--- src/rtl/crm_pkg.sv ---
// Package with the shared types, constants and the byte-mask helper function of the CAN reassembler.
package crm_pkg;

	localparam int NUM_SLOTS_DEF  = 6;
	localparam int MAX_CHUNKS_DEF = 4;
	localparam int SEQ_BITS_DEF   = 2;

	localparam int ADDR_W      = 5;
	localparam int DATA_W      = 64;
	localparam int CFG_W       = 36;
	localparam int FIELD_W     = 6;
	localparam int FIELD_SPAN  = 48;
	localparam int ORIGIN_W    = 5;
	localparam int NCH_W       = 3;
	localparam int BYTES       = 8;

	localparam logic [4:0] ORIGIN_A_RST = 5'd0;
	localparam logic [4:0] ORIGIN_B_RST = 5'd1;

	typedef enum logic [1:0] {
		REG_ORIGIN_A = 2'd0,
		REG_ORIGIN_B = 2'd1,
		REG_BASE_IDS = 2'd2,
		REG_SIZES    = 2'd3
	} cfg_reg_t;

	typedef enum logic [1:0] {
		K_DROP   = 2'd0,
		K_SINGLE = 2'd1,
		K_STORE  = 2'd2,
		K_START  = 2'd3
	} kind_t;

	typedef struct packed {
		logic [4:0]       origin_a;
		logic [4:0]       origin_b;
		logic [CFG_W-1:0] base_ids;
		logic [CFG_W-1:0] sizes;
	} cfg_t;

	typedef struct packed {
		logic              status;
		logic [5:0]        message_id;
		logic [4:0]        message_origin;
		logic [DATA_W-1:0] chunk_data;
		logic [3:0]        chunk_bytes;
		logic [5:0]        message_bytes;
		logic              last_chunk;
	} result_t;

	typedef struct packed {
		logic [5:0]       id;
		logic [4:0]       origin;
		logic [5:0]       size;
		logic [NCH_W-1:0] nchunks;
	} emit_cmd_t;

	function automatic logic [DATA_W-1:0] byte_mask(input logic [3:0] n);
		logic [DATA_W-1:0] m;
		m = '0;
		for (int i = 0; i < BYTES; i++) begin
			m[8*i +: 8] = (4'(i) < n) ? 8'hFF : 8'h00;
		end
		return m;
	endfunction

endpackage

--- src/rtl/crm_ram.sv ---
// Generic single-port-write, single-port-read RAM with a registered read.
module crm_ram #(
	parameter int WIDTH = 8,
	parameter int DEPTH = 24,
	localparam int AW = (DEPTH > 1) ? $clog2(DEPTH) : 1
) (
	input  logic             clk,
	input  logic             we,
	input  logic [AW-1:0]    waddr,
	input  logic [WIDTH-1:0] wdata,
	input  logic             re,
	input  logic [AW-1:0]    raddr,
	output logic [WIDTH-1:0] rdata
);

	logic [WIDTH-1:0] mem [DEPTH];

	always_ff @(posedge clk) begin
		if (we) begin
			mem[waddr] <= wdata;
		end
		if (re) begin
			rdata <= mem[raddr];
		end
	end

endmodule

--- src/rtl/crm_cfg.sv ---
// Configuration register file behind the APB-style port.
module crm_cfg (
	input  logic                        clk,
	input  logic                        arst_n,
	input  logic                        psel,
	input  logic                        penable,
	input  logic                        pwrite,
	input  logic [crm_pkg::ADDR_W-1:0]  paddr,
	input  logic [crm_pkg::DATA_W-1:0]  pwdata,
	output logic [crm_pkg::DATA_W-1:0]  prdata,
	output logic                        pready,
	output crm_pkg::cfg_t               cfg
);

	crm_pkg::cfg_t     cfg_q;
	crm_pkg::cfg_reg_t reg_sel;
	logic              wr;

	assign reg_sel = crm_pkg::cfg_reg_t'(paddr[4:3]);
	assign wr      = psel && penable && pwrite;
	assign pready  = 1'b1;
	assign cfg     = cfg_q;

	always_ff @(posedge clk or negedge arst_n) begin
		if (!arst_n) begin
			cfg_q.origin_a <= crm_pkg::ORIGIN_A_RST;
			cfg_q.origin_b <= crm_pkg::ORIGIN_B_RST;
			cfg_q.base_ids <= '0;
			cfg_q.sizes    <= '0;
		end else if (wr) begin
			case (reg_sel)
				crm_pkg::REG_ORIGIN_A: cfg_q.origin_a <= pwdata[4:0];
				crm_pkg::REG_ORIGIN_B: cfg_q.origin_b <= pwdata[4:0];
				crm_pkg::REG_BASE_IDS: cfg_q.base_ids <= pwdata[crm_pkg::CFG_W-1:0];
				crm_pkg::REG_SIZES:    cfg_q.sizes    <= pwdata[crm_pkg::CFG_W-1:0];
				default: ;
			endcase
		end
	end

	always_comb begin
		case (reg_sel)
			crm_pkg::REG_ORIGIN_A: prdata = crm_pkg::DATA_W'(cfg_q.origin_a);
			crm_pkg::REG_ORIGIN_B: prdata = crm_pkg::DATA_W'(cfg_q.origin_b);
			crm_pkg::REG_BASE_IDS: prdata = crm_pkg::DATA_W'(cfg_q.base_ids);
			crm_pkg::REG_SIZES:    prdata = crm_pkg::DATA_W'(cfg_q.sizes);
			default:               prdata = '0;
		endcase
	end

endmodule

--- src/rtl/crm_ctrl.sv ---
// Frame input register, slot match, slot state, result-kind decision and store-write decision.
module crm_ctrl #(
	parameter int NUM_SLOTS  = crm_pkg::NUM_SLOTS_DEF,
	parameter int MAX_CHUNKS = crm_pkg::MAX_CHUNKS_DEF,
	parameter int SEQ_BITS   = crm_pkg::SEQ_BITS_DEF,
	localparam int DEPTH = NUM_SLOTS * MAX_CHUNKS,
	localparam int AW = (DEPTH > 1) ? $clog2(DEPTH) : 1,
	localparam int SW = (NUM_SLOTS > 1) ? $clog2(NUM_SLOTS) : 1
) (
	input  logic                               clk,
	input  logic                               arst_n,
	input  crm_pkg::cfg_t                      cfg,
	input  logic                               frame_valid,
	output logic                               frame_stall,
	input  logic [10:0]                        frame_id,
	input  logic [crm_pkg::DATA_W-1:0]         frame_data,
	input  logic [3:0]                         frame_length,
	input  logic                               em_busy,
	input  logic                               out_free,
	output logic                               single_ld,
	output crm_pkg::result_t                   single_res,
	output logic                               start,
	output crm_pkg::emit_cmd_t                 start_cmd,
	output logic [SW-1:0]                      start_slot,
	output logic [crm_pkg::BYTES-1:0]          ram_be,
	output logic [AW-1:0]                      ram_waddr,
	output logic [crm_pkg::DATA_W-1:0]         ram_wdata
);

	localparam int SEQ_MASK = (1 << SEQ_BITS) - 1;
	localparam int CAP = ((MAX_CHUNKS < (1 << SEQ_BITS)) ? MAX_CHUNKS : (1 << SEQ_BITS)) * 8;

	logic                      valid_s1;
	logic [10:0]               id_s1;
	logic [crm_pkg::DATA_W-1:0] data_s1;
	logic [3:0]                len_s1;

	logic [MAX_CHUNKS-1:0]     valid_q [NUM_SLOTS];
	logic                      locked_q [NUM_SLOTS];
	logic [crm_pkg::ORIGIN_W-1:0] lock_org_q [NUM_SLOTS];

	logic [5:0]                msg_id;
	logic [4:0]                org;
	logic [5:0]                masked_id;
	logic [SEQ_BITS-1:0]       seq;
	logic                      org_ok;
	logic                      found;
	logic [SW-1:0]             slot;
	logic [crm_pkg::FIELD_SPAN-1:0] ids_ext;
	logic [crm_pkg::FIELD_SPAN-1:0] sizes_ext;
	logic [5:0]                base_id;
	logic [5:0]                size_raw;
	logic [5:0]                size_eff;
	logic                      conflict;
	logic                      chk_ok;
	logic                      store_en;
	logic [MAX_CHUNKS-1:0]     seq_bit;
	logic [MAX_CHUNKS-1:0]     need;
	logic [MAX_CHUNKS-1:0]     valid_new;
	logic [crm_pkg::NCH_W-1:0] nch;
	logic                      complete;
	crm_pkg::kind_t            kind;
	logic                      go;

	assign msg_id    = id_s1[10:5];
	assign org       = id_s1[4:0];
	assign masked_id = msg_id & ~6'(SEQ_MASK);
	assign seq       = id_s1[5 +: SEQ_BITS];
	assign ids_ext   = crm_pkg::FIELD_SPAN'(cfg.base_ids);
	assign sizes_ext = crm_pkg::FIELD_SPAN'(cfg.sizes);

	always_comb begin
		found = 1'b0;
		slot  = '0;
		for (int k = 0; k < NUM_SLOTS; k++) begin
			if (!found && masked_id == ids_ext[crm_pkg::FIELD_W*k +: crm_pkg::FIELD_W]) begin
				found = 1'b1;
				slot  = SW'(k);
			end
		end
	end

	always_comb begin
		org_ok    = (org == cfg.origin_a) || (org == cfg.origin_b);
		base_id   = ids_ext[crm_pkg::FIELD_W*32'(slot) +: crm_pkg::FIELD_W];
		size_raw  = sizes_ext[crm_pkg::FIELD_W*32'(slot) +: crm_pkg::FIELD_W];
		size_eff  = (size_raw > 6'(CAP)) ? 6'(CAP) : size_raw;
		conflict  = locked_q[slot] && (lock_org_q[slot] != org);
		chk_ok    = (len_s1 <= 4'd8) &&
		            (7'({seq, 3'b000}) + 7'(len_s1) <= 7'(size_eff));
		store_en  = 3'(seq) < 3'(MAX_CHUNKS);
		nch       = crm_pkg::NCH_W'((7'(size_eff) + 7'd7) >> 3);
		for (int i = 0; i < MAX_CHUNKS; i++) begin
			seq_bit[i] = store_en && (32'(seq) == i);
			need[i]    = 3'(i) < nch;
		end
		valid_new = valid_q[slot] | seq_bit;
		complete  = chk_ok && ((valid_new & need) == need);

		if (!org_ok) begin
			kind = crm_pkg::K_DROP;
		end else if (!found || conflict || !chk_ok) begin
			kind = crm_pkg::K_SINGLE;
		end else if (complete && nch == '0) begin
			kind = crm_pkg::K_SINGLE;
		end else if (complete) begin
			kind = crm_pkg::K_START;
		end else begin
			kind = crm_pkg::K_STORE;
		end

		go = valid_s1 && !em_busy && (kind != crm_pkg::K_SINGLE || out_free);
	end

	always_comb begin
		single_res.message_id     = msg_id;
		single_res.message_origin = org;
		single_res.last_chunk     = 1'b1;
		if (org_ok && found && !conflict && chk_ok) begin
			single_res.status        = 1'b0;
			single_res.message_id    = base_id;
			single_res.chunk_data    = '0;
			single_res.chunk_bytes   = '0;
			single_res.message_bytes = '0;
		end else if (!found && len_s1 <= 4'd8) begin
			single_res.status        = 1'b0;
			single_res.chunk_data    = data_s1 & crm_pkg::byte_mask(len_s1);
			single_res.chunk_bytes   = len_s1;
			single_res.message_bytes = 6'(len_s1);
		end else begin
			single_res.status        = 1'b1;
			single_res.chunk_data    = '0;
			single_res.chunk_bytes   = '0;
			single_res.message_bytes = '0;
		end
	end

	assign single_ld         = go && (kind == crm_pkg::K_SINGLE);
	assign start             = go && (kind == crm_pkg::K_START);
	assign start_cmd.id      = base_id;
	assign start_cmd.origin  = org;
	assign start_cmd.size    = size_eff;
	assign start_cmd.nchunks = nch;
	assign start_slot        = slot;
	assign frame_stall       = valid_s1 && !go;
	assign ram_waddr         = AW'(32'(slot) * MAX_CHUNKS + 32'(seq));
	assign ram_wdata         = data_s1;

	always_comb begin
		for (int b = 0; b < crm_pkg::BYTES; b++) begin
			ram_be[b] = go && (kind == crm_pkg::K_STORE || kind == crm_pkg::K_START) &&
			            store_en && (4'(b) < len_s1);
		end
	end

	always_ff @(posedge clk or negedge arst_n) begin
		if (!arst_n) begin
			valid_s1 <= 1'b0;
		end else if (frame_valid && !frame_stall) begin
			valid_s1 <= 1'b1;
		end else if (go) begin
			valid_s1 <= 1'b0;
		end
	end

	always_ff @(posedge clk) begin
		if (frame_valid && !frame_stall) begin
			id_s1   <= frame_id;
			data_s1 <= frame_data;
			len_s1  <= frame_length;
		end
	end

	always_ff @(posedge clk or negedge arst_n) begin
		if (!arst_n) begin
			for (int k = 0; k < NUM_SLOTS; k++) begin
				valid_q[k]    <= '0;
				locked_q[k]   <= 1'b0;
				lock_org_q[k] <= '0;
			end
		end else if (go && org_ok && found && !conflict) begin
			if (complete) begin
				valid_q[slot]    <= '0;
				locked_q[slot]   <= 1'b0;
				lock_org_q[slot] <= '0;
			end else begin
				locked_q[slot]   <= 1'b1;
				lock_org_q[slot] <= org;
				if (chk_ok) begin
					valid_q[slot] <= valid_new;
				end
			end
		end
	end

`ifndef ASSERT_OFF
	a_start_busy: assert property (@(posedge clk) disable iff (!arst_n)
		start |=> em_busy)
		else $error("Readout did not start after a completing frame.");
	a_no_go_busy: assert property (@(posedge clk) disable iff (!arst_n)
		em_busy |-> !go)
		else $error("Frame retired while a message was being read out.");
`endif

endmodule

--- src/rtl/crm_emit.sv ---
// Message readout sequencer and the result register.
module crm_emit #(
	parameter int NUM_SLOTS  = crm_pkg::NUM_SLOTS_DEF,
	parameter int MAX_CHUNKS = crm_pkg::MAX_CHUNKS_DEF,
	localparam int DEPTH = NUM_SLOTS * MAX_CHUNKS,
	localparam int AW = (DEPTH > 1) ? $clog2(DEPTH) : 1,
	localparam int SW = (NUM_SLOTS > 1) ? $clog2(NUM_SLOTS) : 1
) (
	input  logic                       clk,
	input  logic                       arst_n,
	input  logic                       single_ld,
	input  crm_pkg::result_t           single_res,
	input  logic                       start,
	input  crm_pkg::emit_cmd_t         start_cmd,
	input  logic [SW-1:0]              start_slot,
	output logic                       ram_re,
	output logic [AW-1:0]              ram_raddr,
	input  logic [crm_pkg::DATA_W-1:0] ram_rdata,
	output logic                       busy,
	output logic                       out_free,
	output logic                       result_valid,
	input  logic                       result_stall,
	output crm_pkg::result_t           result
);

	logic                      busy_q;
	logic                      pend_q;
	logic [crm_pkg::NCH_W-1:0] next_q;
	logic [crm_pkg::NCH_W-1:0] pidx_q;
	crm_pkg::emit_cmd_t        cmd_q;
	logic [SW-1:0]             slot_q;
	logic                      valid_q;
	crm_pkg::result_t          res_q;

	logic                      ld_ram;
	logic                      last_word;
	logic [5:0]                rem;
	logic [3:0]                cb;
	crm_pkg::result_t          ram_res;

	assign out_free     = !valid_q || !result_stall;
	assign ld_ram       = pend_q && out_free;
	assign ram_re       = busy_q && (next_q < cmd_q.nchunks) && (!pend_q || ld_ram);
	assign ram_raddr    = AW'(32'(slot_q) * MAX_CHUNKS + 32'(next_q));
	assign last_word    = pidx_q == (cmd_q.nchunks - 3'd1);
	assign rem          = cmd_q.size - {pidx_q, 3'b000};
	assign cb           = (rem > 6'd8) ? 4'd8 : 4'(rem);
	assign busy         = busy_q;
	assign result_valid = valid_q;
	assign result       = res_q;

	always_comb begin
		ram_res.status         = 1'b0;
		ram_res.message_id     = cmd_q.id;
		ram_res.message_origin = cmd_q.origin;
		ram_res.chunk_data     = ram_rdata & crm_pkg::byte_mask(cb);
		ram_res.chunk_bytes    = cb;
		ram_res.message_bytes  = cmd_q.size;
		ram_res.last_chunk     = last_word;
	end

	always_ff @(posedge clk or negedge arst_n) begin
		if (!arst_n) begin
			busy_q <= 1'b0;
			pend_q <= 1'b0;
			next_q <= '0;
			pidx_q <= '0;
		end else begin
			if (start) begin
				busy_q <= 1'b1;
				next_q <= '0;
			end else if (ld_ram && last_word) begin
				busy_q <= 1'b0;
			end
			if (ram_re) begin
				pend_q <= 1'b1;
				pidx_q <= next_q;
				next_q <= next_q + 3'd1;
			end else if (ld_ram) begin
				pend_q <= 1'b0;
			end
		end
	end

	always_ff @(posedge clk) begin
		if (start) begin
			cmd_q  <= start_cmd;
			slot_q <= start_slot;
		end
	end

	always_ff @(posedge clk or negedge arst_n) begin
		if (!arst_n) begin
			valid_q <= 1'b0;
		end else if (single_ld || ld_ram) begin
			valid_q <= 1'b1;
		end else if (!result_stall) begin
			valid_q <= 1'b0;
		end
	end

	always_ff @(posedge clk) begin
		if (single_ld) begin
			res_q <= single_res;
		end else if (ld_ram) begin
			res_q <= ram_res;
		end
	end

`ifndef ASSERT_OFF
	a_pend_busy: assert property (@(posedge clk) disable iff (!arst_n)
		pend_q |-> busy_q)
		else $error("Read pending with no message in readout.");
	a_single_idle: assert property (@(posedge clk) disable iff (!arst_n)
		single_ld |-> (!busy_q && out_free))
		else $error("Single result loaded during readout or into a full register.");
	a_next_range: assert property (@(posedge clk) disable iff (!arst_n)
		busy_q |-> (next_q <= cmd_q.nchunks))
		else $error("Readout index ran past the message length.");
`endif

endmodule

--- src/rtl/can_multipacket_reassembler.sv ---
// Top level of the CAN multi-frame message reassembler.
// Path: a single-frame or error result passes the frame input register and the result register;
// a reassembled message passes the frame input register, readout state, store read and result register.
// Throughput: one frame per cycle unless stalled; a completing frame holds the input for the
// readout: one result beat per cycle unless stalled, from the store's single read port.
// Reset clears control, slot locks and chunk valid marks and restores the registers;
// the chunk store is not cleared.
module can_multipacket_reassembler #(
	parameter int NUM_SLOTS  = crm_pkg::NUM_SLOTS_DEF,
	parameter int MAX_CHUNKS = crm_pkg::MAX_CHUNKS_DEF,
	parameter int SEQ_BITS   = crm_pkg::SEQ_BITS_DEF
) (
	input  logic                       clk,
	input  logic                       arst_n,
	input  logic                       psel,
	input  logic                       penable,
	input  logic                       pwrite,
	input  logic [crm_pkg::ADDR_W-1:0] paddr,
	input  logic [crm_pkg::DATA_W-1:0] pwdata,
	output logic [crm_pkg::DATA_W-1:0] prdata,
	output logic                       pready,
	input  logic                       frame_valid,
	output logic                       frame_stall,
	input  logic [10:0]                frame_id,
	input  logic [63:0]                frame_data,
	input  logic [3:0]                 frame_length,
	output logic                       result_valid,
	input  logic                       result_stall,
	output logic                       status,
	output logic [5:0]                 message_id,
	output logic [4:0]                 message_origin,
	output logic [63:0]                chunk_data,
	output logic [3:0]                 chunk_bytes,
	output logic [5:0]                 message_bytes,
	output logic                       last_chunk
);

	localparam int DEPTH = NUM_SLOTS * MAX_CHUNKS;
	localparam int AW = (DEPTH > 1) ? $clog2(DEPTH) : 1;
	localparam int SW = (NUM_SLOTS > 1) ? $clog2(NUM_SLOTS) : 1;

	crm_pkg::cfg_t                cfg;
	logic                         em_busy;
	logic                         out_free;
	logic                         single_ld;
	crm_pkg::result_t             single_res;
	logic                         start;
	crm_pkg::emit_cmd_t           start_cmd;
	logic [SW-1:0]                start_slot;
	logic [crm_pkg::BYTES-1:0]    ram_be;
	logic [AW-1:0]                ram_waddr;
	logic [crm_pkg::DATA_W-1:0]   ram_wdata;
	logic                         ram_re;
	logic [AW-1:0]                ram_raddr;
	logic [crm_pkg::DATA_W-1:0]   ram_rdata;
	crm_pkg::result_t             result;

	crm_cfg u_cfg (
		.clk     (clk),
		.arst_n  (arst_n),
		.psel    (psel),
		.penable (penable),
		.pwrite  (pwrite),
		.paddr   (paddr),
		.pwdata  (pwdata),
		.prdata  (prdata),
		.pready  (pready),
		.cfg     (cfg)
	);

	crm_ctrl #(
		.NUM_SLOTS  (NUM_SLOTS),
		.MAX_CHUNKS (MAX_CHUNKS),
		.SEQ_BITS   (SEQ_BITS)
	) u_ctrl (
		.clk          (clk),
		.arst_n       (arst_n),
		.cfg          (cfg),
		.frame_valid  (frame_valid),
		.frame_stall  (frame_stall),
		.frame_id     (frame_id),
		.frame_data   (frame_data),
		.frame_length (frame_length),
		.em_busy      (em_busy),
		.out_free     (out_free),
		.single_ld    (single_ld),
		.single_res   (single_res),
		.start        (start),
		.start_cmd    (start_cmd),
		.start_slot   (start_slot),
		.ram_be       (ram_be),
		.ram_waddr    (ram_waddr),
		.ram_wdata    (ram_wdata)
	);

	for (genvar b = 0; b < crm_pkg::BYTES; b++) begin : g_lane
		crm_ram #(
			.WIDTH (8),
			.DEPTH (DEPTH)
		) u_ram (
			.clk   (clk),
			.we    (ram_be[b]),
			.waddr (ram_waddr),
			.wdata (ram_wdata[8*b +: 8]),
			.re    (ram_re),
			.raddr (ram_raddr),
			.rdata (ram_rdata[8*b +: 8])
		);
	end

	crm_emit #(
		.NUM_SLOTS  (NUM_SLOTS),
		.MAX_CHUNKS (MAX_CHUNKS)
	) u_emit (
		.clk          (clk),
		.arst_n       (arst_n),
		.single_ld    (single_ld),
		.single_res   (single_res),
		.start        (start),
		.start_cmd    (start_cmd),
		.start_slot   (start_slot),
		.ram_re       (ram_re),
		.ram_raddr    (ram_raddr),
		.ram_rdata    (ram_rdata),
		.busy         (em_busy),
		.out_free     (out_free),
		.result_valid (result_valid),
		.result_stall (result_stall),
		.result       (result)
	);

	assign status         = result.status;
	assign message_id     = result.message_id;
	assign message_origin = result.message_origin;
	assign chunk_data     = result.chunk_data;
	assign chunk_bytes    = result.chunk_bytes;
	assign message_bytes  = result.message_bytes;
	assign last_chunk     = result.last_chunk;

endmodule
--- config.mk ---
export PLATFORM = sky130hd
export DESIGN_NAME = can_multipacket_reassembler
export DESIGN_NICKNAME = d
export VERILOG_FILES = /design/src/rtl/crm_pkg.sv /design/src/rtl/crm_ram.sv /design/src/rtl/crm_cfg.sv /design/src/rtl/crm_ctrl.sv /design/src/rtl/crm_emit.sv /design/src/rtl/can_multipacket_reassembler.sv
export SDC_FILE = /design/constraint.sdc
export NUM_CORES = 2
export LEC_CHECK = 0
export BUFFER_PORTS_ARGS = -buffer_cell sky130_fd_sc_hd__buf_2
export CAP_MARGIN = 20
export CORE_UTILIZATION = 50
export CTS_CLUSTER_DIAMETER = 120
export CTS_CLUSTER_SIZE = 8
export DETAILED_ROUTE_END_ITERATION = 10
export HOLD_SLACK_MARGIN = 0.08
export PLACE_DENSITY = 0.63
export SYNTH_ARGS = -nofsm -noshare
export SYNTH_HDL_FRONTEND = slang
export SYNTH_SLANG_ARGS = --single-unit
--- constraint.sdc ---
create_clock -name clk -period 18 [get_ports clk]
set_clock_uncertainty 0.05 [all_clocks]
set_input_delay 2.7 -clock clk [delete_from_list [all_inputs] [get_ports clk]]
set_output_delay 2.7 -clock clk [all_outputs]
set_load 0.1 [all_outputs]
Word-level counts from Yosys, hierarchy flattened. Memories as Yosys holds them, arrays and structs flattened. A register that Yosys moved wholly into a read port is not among the register bits. Cells that the tools add are included. W data, S select, Z words.

Register bits after elaboration: 341. RAM bits: 1536. Output and inout bits: 154. Word-level logic and storage cells: 284. Memories: 8.

Memory list: g_lane[0].u_ram.mem (depth 24, width 8, read ports 1, clocked after memory_dff 1, wr ports 1, RTL line crm_ram.sv:16) `logic [WIDTH-1:0] mem [DEPTH];`; g_lane[1].u_ram.mem (depth 24, width 8, read ports 1, clocked after memory_dff 1, wr ports 1, RTL line crm_ram.sv:16); g_lane[2].u_ram.mem (depth 24, width 8, read ports 1, clocked after memory_dff 1, wr ports 1, RTL line crm_ram.sv:16); g_lane[3].u_ram.mem (depth 24, width 8, read ports 1, clocked after memory_dff 1, wr ports 1, RTL line crm_ram.sv:16); g_lane[4].u_ram.mem (depth 24, width 8, read ports 1, clocked after memory_dff 1, wr ports 1, RTL line crm_ram.sv:16); g_lane[5].u_ram.mem (depth 24, width 8, read ports 1, clocked after memory_dff 1, wr ports 1, RTL line crm_ram.sv:16); 2 more memories.

Add/sub/neg operators: 7. Multipliers: 1. Order comparisons: 27. Equality and inequality tests: 22. Shifts and indexed selects: 2. Multiplexer cells: 88. Bitwise operators: 12. Reductions and logical operators: 74.

Operator list (number): $pmux W64 S4 (1); $mux W87 (2); $mux W74 (2); $and A64 B64 Y64 (2); $mux W8 (16); $shiftx A48 B7 Y6 (2); $mux W24 (2); $logic_and A1 B1 Y1 (38); $mux W1 (37); $eq A6 B6 Y1 (6); $lt A3 B4 Y1 const A (8); $and A30 B30 Y30 (1); $bwmux W30 (1); $mux W30 (1); $not A30 Y30 (1); $and A24 B24 Y24 (1); $bwmux W24 (1); $not A24 Y24 (1); $mux W3 (6); $mux W6 (3); $lt A1 B4 Y1 const A (4); $lt A2 B4 Y1 const A (4); $mux W4 (4); $bmux W5 S3 (1); 43 further kinds (88).

Logic depth before layout (Yosys ltp).
Depth in word-level cells: 38. Depth in mapped cells: 22.

Hierarchy. Synthesis repeated with hierarchy kept, for this count alone.

Cell total of the unflattened synthesis: 4404. Area total of the unflattened synthesis: 79596.3 um2.

Modules (own cells, without submodules): crm_ram (instances 8, cells an instance 383, area an instance 7800.0 um2, seq. area each 6005.8 um2); crm_ctrl (instances 1, cells an instance 695, area an instance 7886.3 um2, seq. area each 3898.7 um2); crm_emit (instances 1, cells an instance 363, area an instance 5227.5 um2, seq. area each 3528.4 um2); crm_cfg (instances 1, cells an instance 282, area an instance 4082.7 um2, seq. area each 2053.2 um2).

Worst setup path after synthesis. OpenSTA, ideal clock, no wires.

Path kind: reg-to-reg. Start point: register u_ctrl.id_s1[9]. End point: register u_emit.res_q, in the netlist u_emit.result[10] (enable). Setup time: 0.649 ns. Data arrival time: 10.007 ns. Path slack: 7.294 ns. Stages on the path, launching flop included: 19. Buffers on the path: 3. Clock period less this slack: 10.706 ns. Cells stage by stage: edfxtp_1 > buf_4 > xor2_1 > nor3_1 > nand2_1 > buf_2 > a21oi_2 > nand2_4 > buf_2 > o32ai_2 > o21ai_2 > or2_2 > ha_1 > o21ai_0 > a21oi_1 > a211oi_1 > o21ai_1 > nor3_1 > o21ai_0.

Word-level cells in the longest chain between the ends: 35. Elaborated cells on any way between the ends: 70. Classes of those cells: add/sub (1); mul (1); order compare (6); eq/ne (10); shift (1); mux (25); bitwise (3); reduce/logical (23).

Ends and longest elaborated chain: from (decl) (RTL line crm_ctrl.sv:34) `logic [10:0] id_s1;`; from (signal assigned) (RTL line crm_ctrl.sv:168) `id_s1 <= frame_id;`; $eq A6 B6 Y1 (RTL line crm_ctrl.sv:76) `if (!found && masked_id == ids_ext[crm_pkg::FIELD_W*k +: crm_pkg::FIELD_W]) begin`; $mux W1 (RTL line crm_ctrl.sv:76); $logic_not A1 Y1 (RTL line crm_ctrl.sv:76); $logic_and A1 B1 Y1 (RTL line crm_ctrl.sv:76); $mux W1 (RTL line crm_ctrl.sv:76); $logic_not A1 Y1 (RTL line crm_ctrl.sv:76); $logic_and A1 B1 Y1 (RTL line crm_ctrl.sv:76); $mux W1 (RTL line crm_ctrl.sv:76); (+19 left out); $mux W2 (RTL line crm_ctrl.sv:104) `end else if (complete && nch == '0) begin`; $mux W2 (*) (RTL line crm_ctrl.sv:102) `end else if (!found || conflict || !chk_ok) begin`; $mux W2 (*) (RTL line crm_ctrl.sv:100) `if (!org_ok) begin`; $ne A2 B1 Y1 (RTL line crm_ctrl.sv:112) `go = valid_s1 && !em_busy && (kind != crm_pkg::K_SINGLE || out_free);`; $logic_or A1 B1 Y1 (RTL line crm_ctrl.sv:112); $logic_and A1 B1 Y1 (RTL line crm_ctrl.sv:112); $logic_and A1 B1 Y1 (*) (RTL line crm_ctrl.sv:138) `assign single_ld = go && (kind == crm_pkg::K_SINGLE);`; $reduce_bool A2 Y1 (no line) (*); to (signal assigned) (RTL line crm_emit.sv:104) `res_q <= single_res;`; to (signal assigned) (RTL line crm_emit.sv:106) `res_q <= ram_res;`; to (decl) (RTL line crm_emit.sv:33) `crm_pkg::result_t res_q;`.

Every way passes the cells marked *; elsewhere a longest branch is shown, timed or not. The select of a mux whose other input is x is not followed. A chain may end at the register's enable or synchronous reset.

Worst setup path after layout.
Start point: register u_ctrl.id_s1[8]. End point: output port frame_stall.

Word-level cells in the longest chain between the ends: 35. Elaborated cells on any way between the ends: 69. Classes of those cells: add/sub (1); mul (1); order compare (6); eq/ne (9); shift (1); mux (25); bitwise (3); reduce/logical (23).

Ends and longest elaborated chain: $eq A6 B6 Y1 (RTL line crm_ctrl.sv:76); $mux W1 (RTL line crm_ctrl.sv:76); $logic_not A1 Y1 (RTL line crm_ctrl.sv:76); $logic_and A1 B1 Y1 (RTL line crm_ctrl.sv:76); $mux W1 (RTL line crm_ctrl.sv:76); $logic_not A1 Y1 (RTL line crm_ctrl.sv:76); $logic_and A1 B1 Y1 (RTL line crm_ctrl.sv:76); $mux W1 (RTL line crm_ctrl.sv:76); (+19 left out); $mux W2 (RTL line crm_ctrl.sv:104); $mux W2 (*) (RTL line crm_ctrl.sv:102); $mux W2 (*) (RTL line crm_ctrl.sv:100); $ne A2 B1 Y1 (*) (RTL line crm_ctrl.sv:112); $logic_or A1 B1 Y1 (*) (RTL line crm_ctrl.sv:112); $logic_and A1 B1 Y1 (*) (RTL line crm_ctrl.sv:112); $logic_not A1 Y1 (*) (RTL line crm_ctrl.sv:145) `assign frame_stall = valid_s1 && !go;`; $logic_and A1 B1 Y1 (*) (RTL line crm_ctrl.sv:145); to (decl) (RTL line can_multipacket_reassembler.sv:23) `output logic frame_stall,`.

Marks and branches as above.

==> results.md <==
* Status: finished clean
* Tot Pwr at 13.8 mW
* Residual DRC at 0
* Yosys cell types at 94
* Post-CTS setup buffer count at 0
* Die H at 395 um
* CP Class: flip-flop to primary output
* PortBufs at 248
* Inst Count DP at 6051
* First-pass DRT Iterations at 6
* Starting Density at 50.6%
* RSZ-0062 raised after global routing: false
* Hold Path Class: flip-flop to flip-flop
* Clk Latency, worst-skew pair at 0.90 ns
* Final setup fails at 0
* Setup ws final at 8.84 ns
* CTS tree: done
* Syn Area/Cell at 19.7 sq um
* Initial antenna violation count at 12
* Root buffer cell: clkbuf_16
* Critical path required time at 15.25 ns
* Pleak at 29.4 nW
* Launch point of the worst reg-to-reg path: u_ctrl.id_s1[8]$_DFFE_PP_
* Nets at 4491
* CTS Buf Count at 292
* Number of H-tree levels at 5
* GP Congestion at 0.815
* Peak VDD IR at 0.153 mV
* PostCTS Resize Cnt at 0
* Final wirelength at 189000 um
* Vias/cell at 6.04
* Hold Path Depth at 1
* Post-synthesis register bit count at 1941
* Largest net degree at the start of global routing at 118
* Post-DP HPWL at 115000 um
* Post-DRT Antenna Nets at 0
* Cells after Synth at 3919
* CP startpoint: u_ctrl.id_s1[8]$_DFFE_PP_
* Achievable frequency at 109 MHz
* I/O Pins at 309
* Post-Place Worst Slack at 9.78 ns
* Asr flop ratio synth at 7.83%
* MaxCap Viol Count at 0
* DRT iter0 DRCs at 3647
* Rel. slew slack at 16.7%
* Sequential share of the synthesized area at 74.5%
* Placeable core region at 0.153 sq mm
* Post-route cell area at 0.0885 sq mm
* Clock slew at reported path FFs at 0.05 ns
* Die Wd at 395 um
* Clk buf depth at 4
* Dpl cell area at 0.0806 sq mm
* GR Overflow Total at 0
* Layout cells sized above 1 at 29.3%
* GRT Overall Usage at 24.4%
* Tmin final at 9.16 ns
* Reg2reg path depth at 17
* Crit share post-route at 50.9%
* Least-Margin Pin Slew at 1.25 ns
* CP Capture Type: primary output
* Post-synthesis cell area at 0.0772 sq mm
* Yosys warnings at 0
* Die area at 0.156 sq mm
* Hold Buf Count CTS at 0
* CTS Sinks at 1941
* Slew Viols, Final at 0
* P per Cell Area at 155 mW/mm^2
* Wire per inst at 29.4 um
* Number of enable flip-flop cells after synthesis at 1788
* Hold Fails Final Rpt at 0
* Setup tns final at 0 ns
* DR vias at 38800
* Final cell count without fillers at 6418
* Area grow syn2layout at 14.7%
* CP Max Fanout at 20
* Ys flop type: edfxtp_1
* CP Launch Type: flip-flop
* Rows at 143
* Arrival time worst endpoint at 6.41 ns
* Vias in the first global route at 39500
* Global-route wire length before repair at 274000 um
## layout make-up
cell class	count	area (sq um)
Antenna cell	5	12.5
Clock buffer	351	7720
Clock inverter	6	63.8
Fill cell	11200	64100
Inverter	32	128
Multi-Input combinational cell	1739	18700
Sequential cell	1941	57500
Tap cell	2030	2540
Timing Repair Buffer	314	1850
## logic make-up (layout without fill, tap and decap cells)
logic type / count (synthesis) / in the layout / share of synthesized area, %
AO/OA/AOI/OAI: 293 / 293 / 2.45
flip-flops: 1941 / 1941 / 74.5
XOR/XNOR: 41 / 41 / 0.465
other: 2 / 34 / 0.00973
AND/OR/NAND/NOR: 648 / 648 / 3.95
adder cells (fa/ha/maj): 17 / 17 / 0.282
multiplexers: 711 / 711 / 16.8
buffers and inverters: 266 / 703 / 1.54
## report_power, final
part           internal (mW)  switching, mW
clock                   2.95           1.78
sequential              5.32          0.288
combinational           1.28           2.13
## synthesized netlist by cell type (5+ instances only)
cell | number | area, sq um
dfrtp_1 | 151 | 3780
xnor2_1 | 23 | 201
and3_1 | 5 | 31.3
nor4_4 | 5 | 106
nor2b_1 | 37 | 231
nand3_1 | 87 | 435
a21oi_1 | 30 | 150
mux2i_1 | 111 | 1110
inv_1 | 27 | 101
mux4_2 | 453 | 10200
nor3_1 | 19 | 95.1
nand4_1 | 8 | 50.1
o21a_1 | 5 | 37.5
clkbuf_1 | 124 | 465
mux2_2 | 139 | 1570
buf_4 | 37 | 278
edfxtp_1 | 1788 | 53700
ha_1 | 15 | 188
nor2_1 | 223 | 837
o21ai_0 | 158 | 791
a222oi_1 | 6 | 60.1
buf_1 | 55 | 206
xor2_1 | 18 | 158
a21o_1 | 7 | 52.6
o211ai_1 | 13 | 97.6
nand2_1 | 214 | 803
mux2_1 | 7 | 78.8
buf_2 | 14 | 70.1
and2_1 | 8 | 50.1
a211oi_1 | 5 | 37.5
## worst paths after layout
check / slack (ns) / endpoint
min reg2reg: 0.45 / flip-flop
min: 0.45 / flip-flop
max in group asynchronous: 14.43 / u_emit.next_q[1]$_DFFE_PN0P_
min in group asynchronous: 1.84 / u_cfg.cfg[16]$_DFFE_PN0P_
max reg2reg: 10.31 / g_lane[5].u_ram.mem[23][1]$_DFFE_PP_
max: 8.84 / frame_stall
## stage by stage
| stage | utilization (%) | hold WS, ns |
|---|---|---|
| after floorplan | - | 0.413 |
| after global placement | 52.8 | 0.424 |
| after detailed placement | 52.8 | 0.435 |
| after CTS | 57.9 | 0.446 |
| after global routing | 58.0 | 0.470 |
| final | 58.0 | 0.447 |
## routing by layer
layer / vias to the layer above / track usage [%] / share of wire [%]
li1: 16500 / - / -
met1: 20400 / 35.4 / 42
met2: 1562 / 37.7 / 48
met3: 303 / 4.82 / 7.4
met4: 2 / 7.43 / 2.4
met5: - / 0 / 0.0069
## critical path: stages (launching register included)
cell and delay (ns):
edfxtp_1 0.61, xor2_1 0.25, nor3_1 0.24, nand2_1 0.64, a21oi_2 0.63, nand2_4 0.21
o32ai_1 0.56, nand3_1 0.25, ha_1 0.36, nor2b_1 0.13, o21ai_0 0.16, a21oi_1 0.09
a211oi_1 0.28, o21ai_1 0.15, nor2_1 0.26, a21boi_0 0.14, o21a_1 0.24, buf_2 0.31
## registers in the layout, summed over array words and instances (netlist names), named ones only
register	flops
u_ctrl.valid_s1	1
u_ctrl.len_s1	4
u_emit.next_q	3
u_cfg.cfg	82
u_emit.result_valid	1
u_ctrl.lock_org_q	30
u_emit.pend_q	1
u_emit.pidx_q	3
u_emit.busy	1
u_ctrl.ram_wdata	64
u_emit.slot_q	3
u_ctrl.id_s1	11
u_emit.cmd_q	20
g_lane.u_ram.rdata	64
g_lane.u_ram.mem	1536
u_ctrl.valid_q	24
u_emit.result	87
## cell usage in the layout (no fill, tap or decap), types with 22 or more instances in the layout
cell type  instances
edfxtp_1        1788
mux4_2           453
clkbuf_16        301
buf_2            247
nor2_1           223
nand2_1          206
o21ai_0          157
dfrtp_1          149
mux2_2           139
mux2i_1          111
nand3_1           86
buf_4             59
clkbuf_1          50
nor2b_1           37
a21oi_1           29
conb_1            29
inv_1             26
xnor2_1           22
Power figures use the tool's default switching activity.
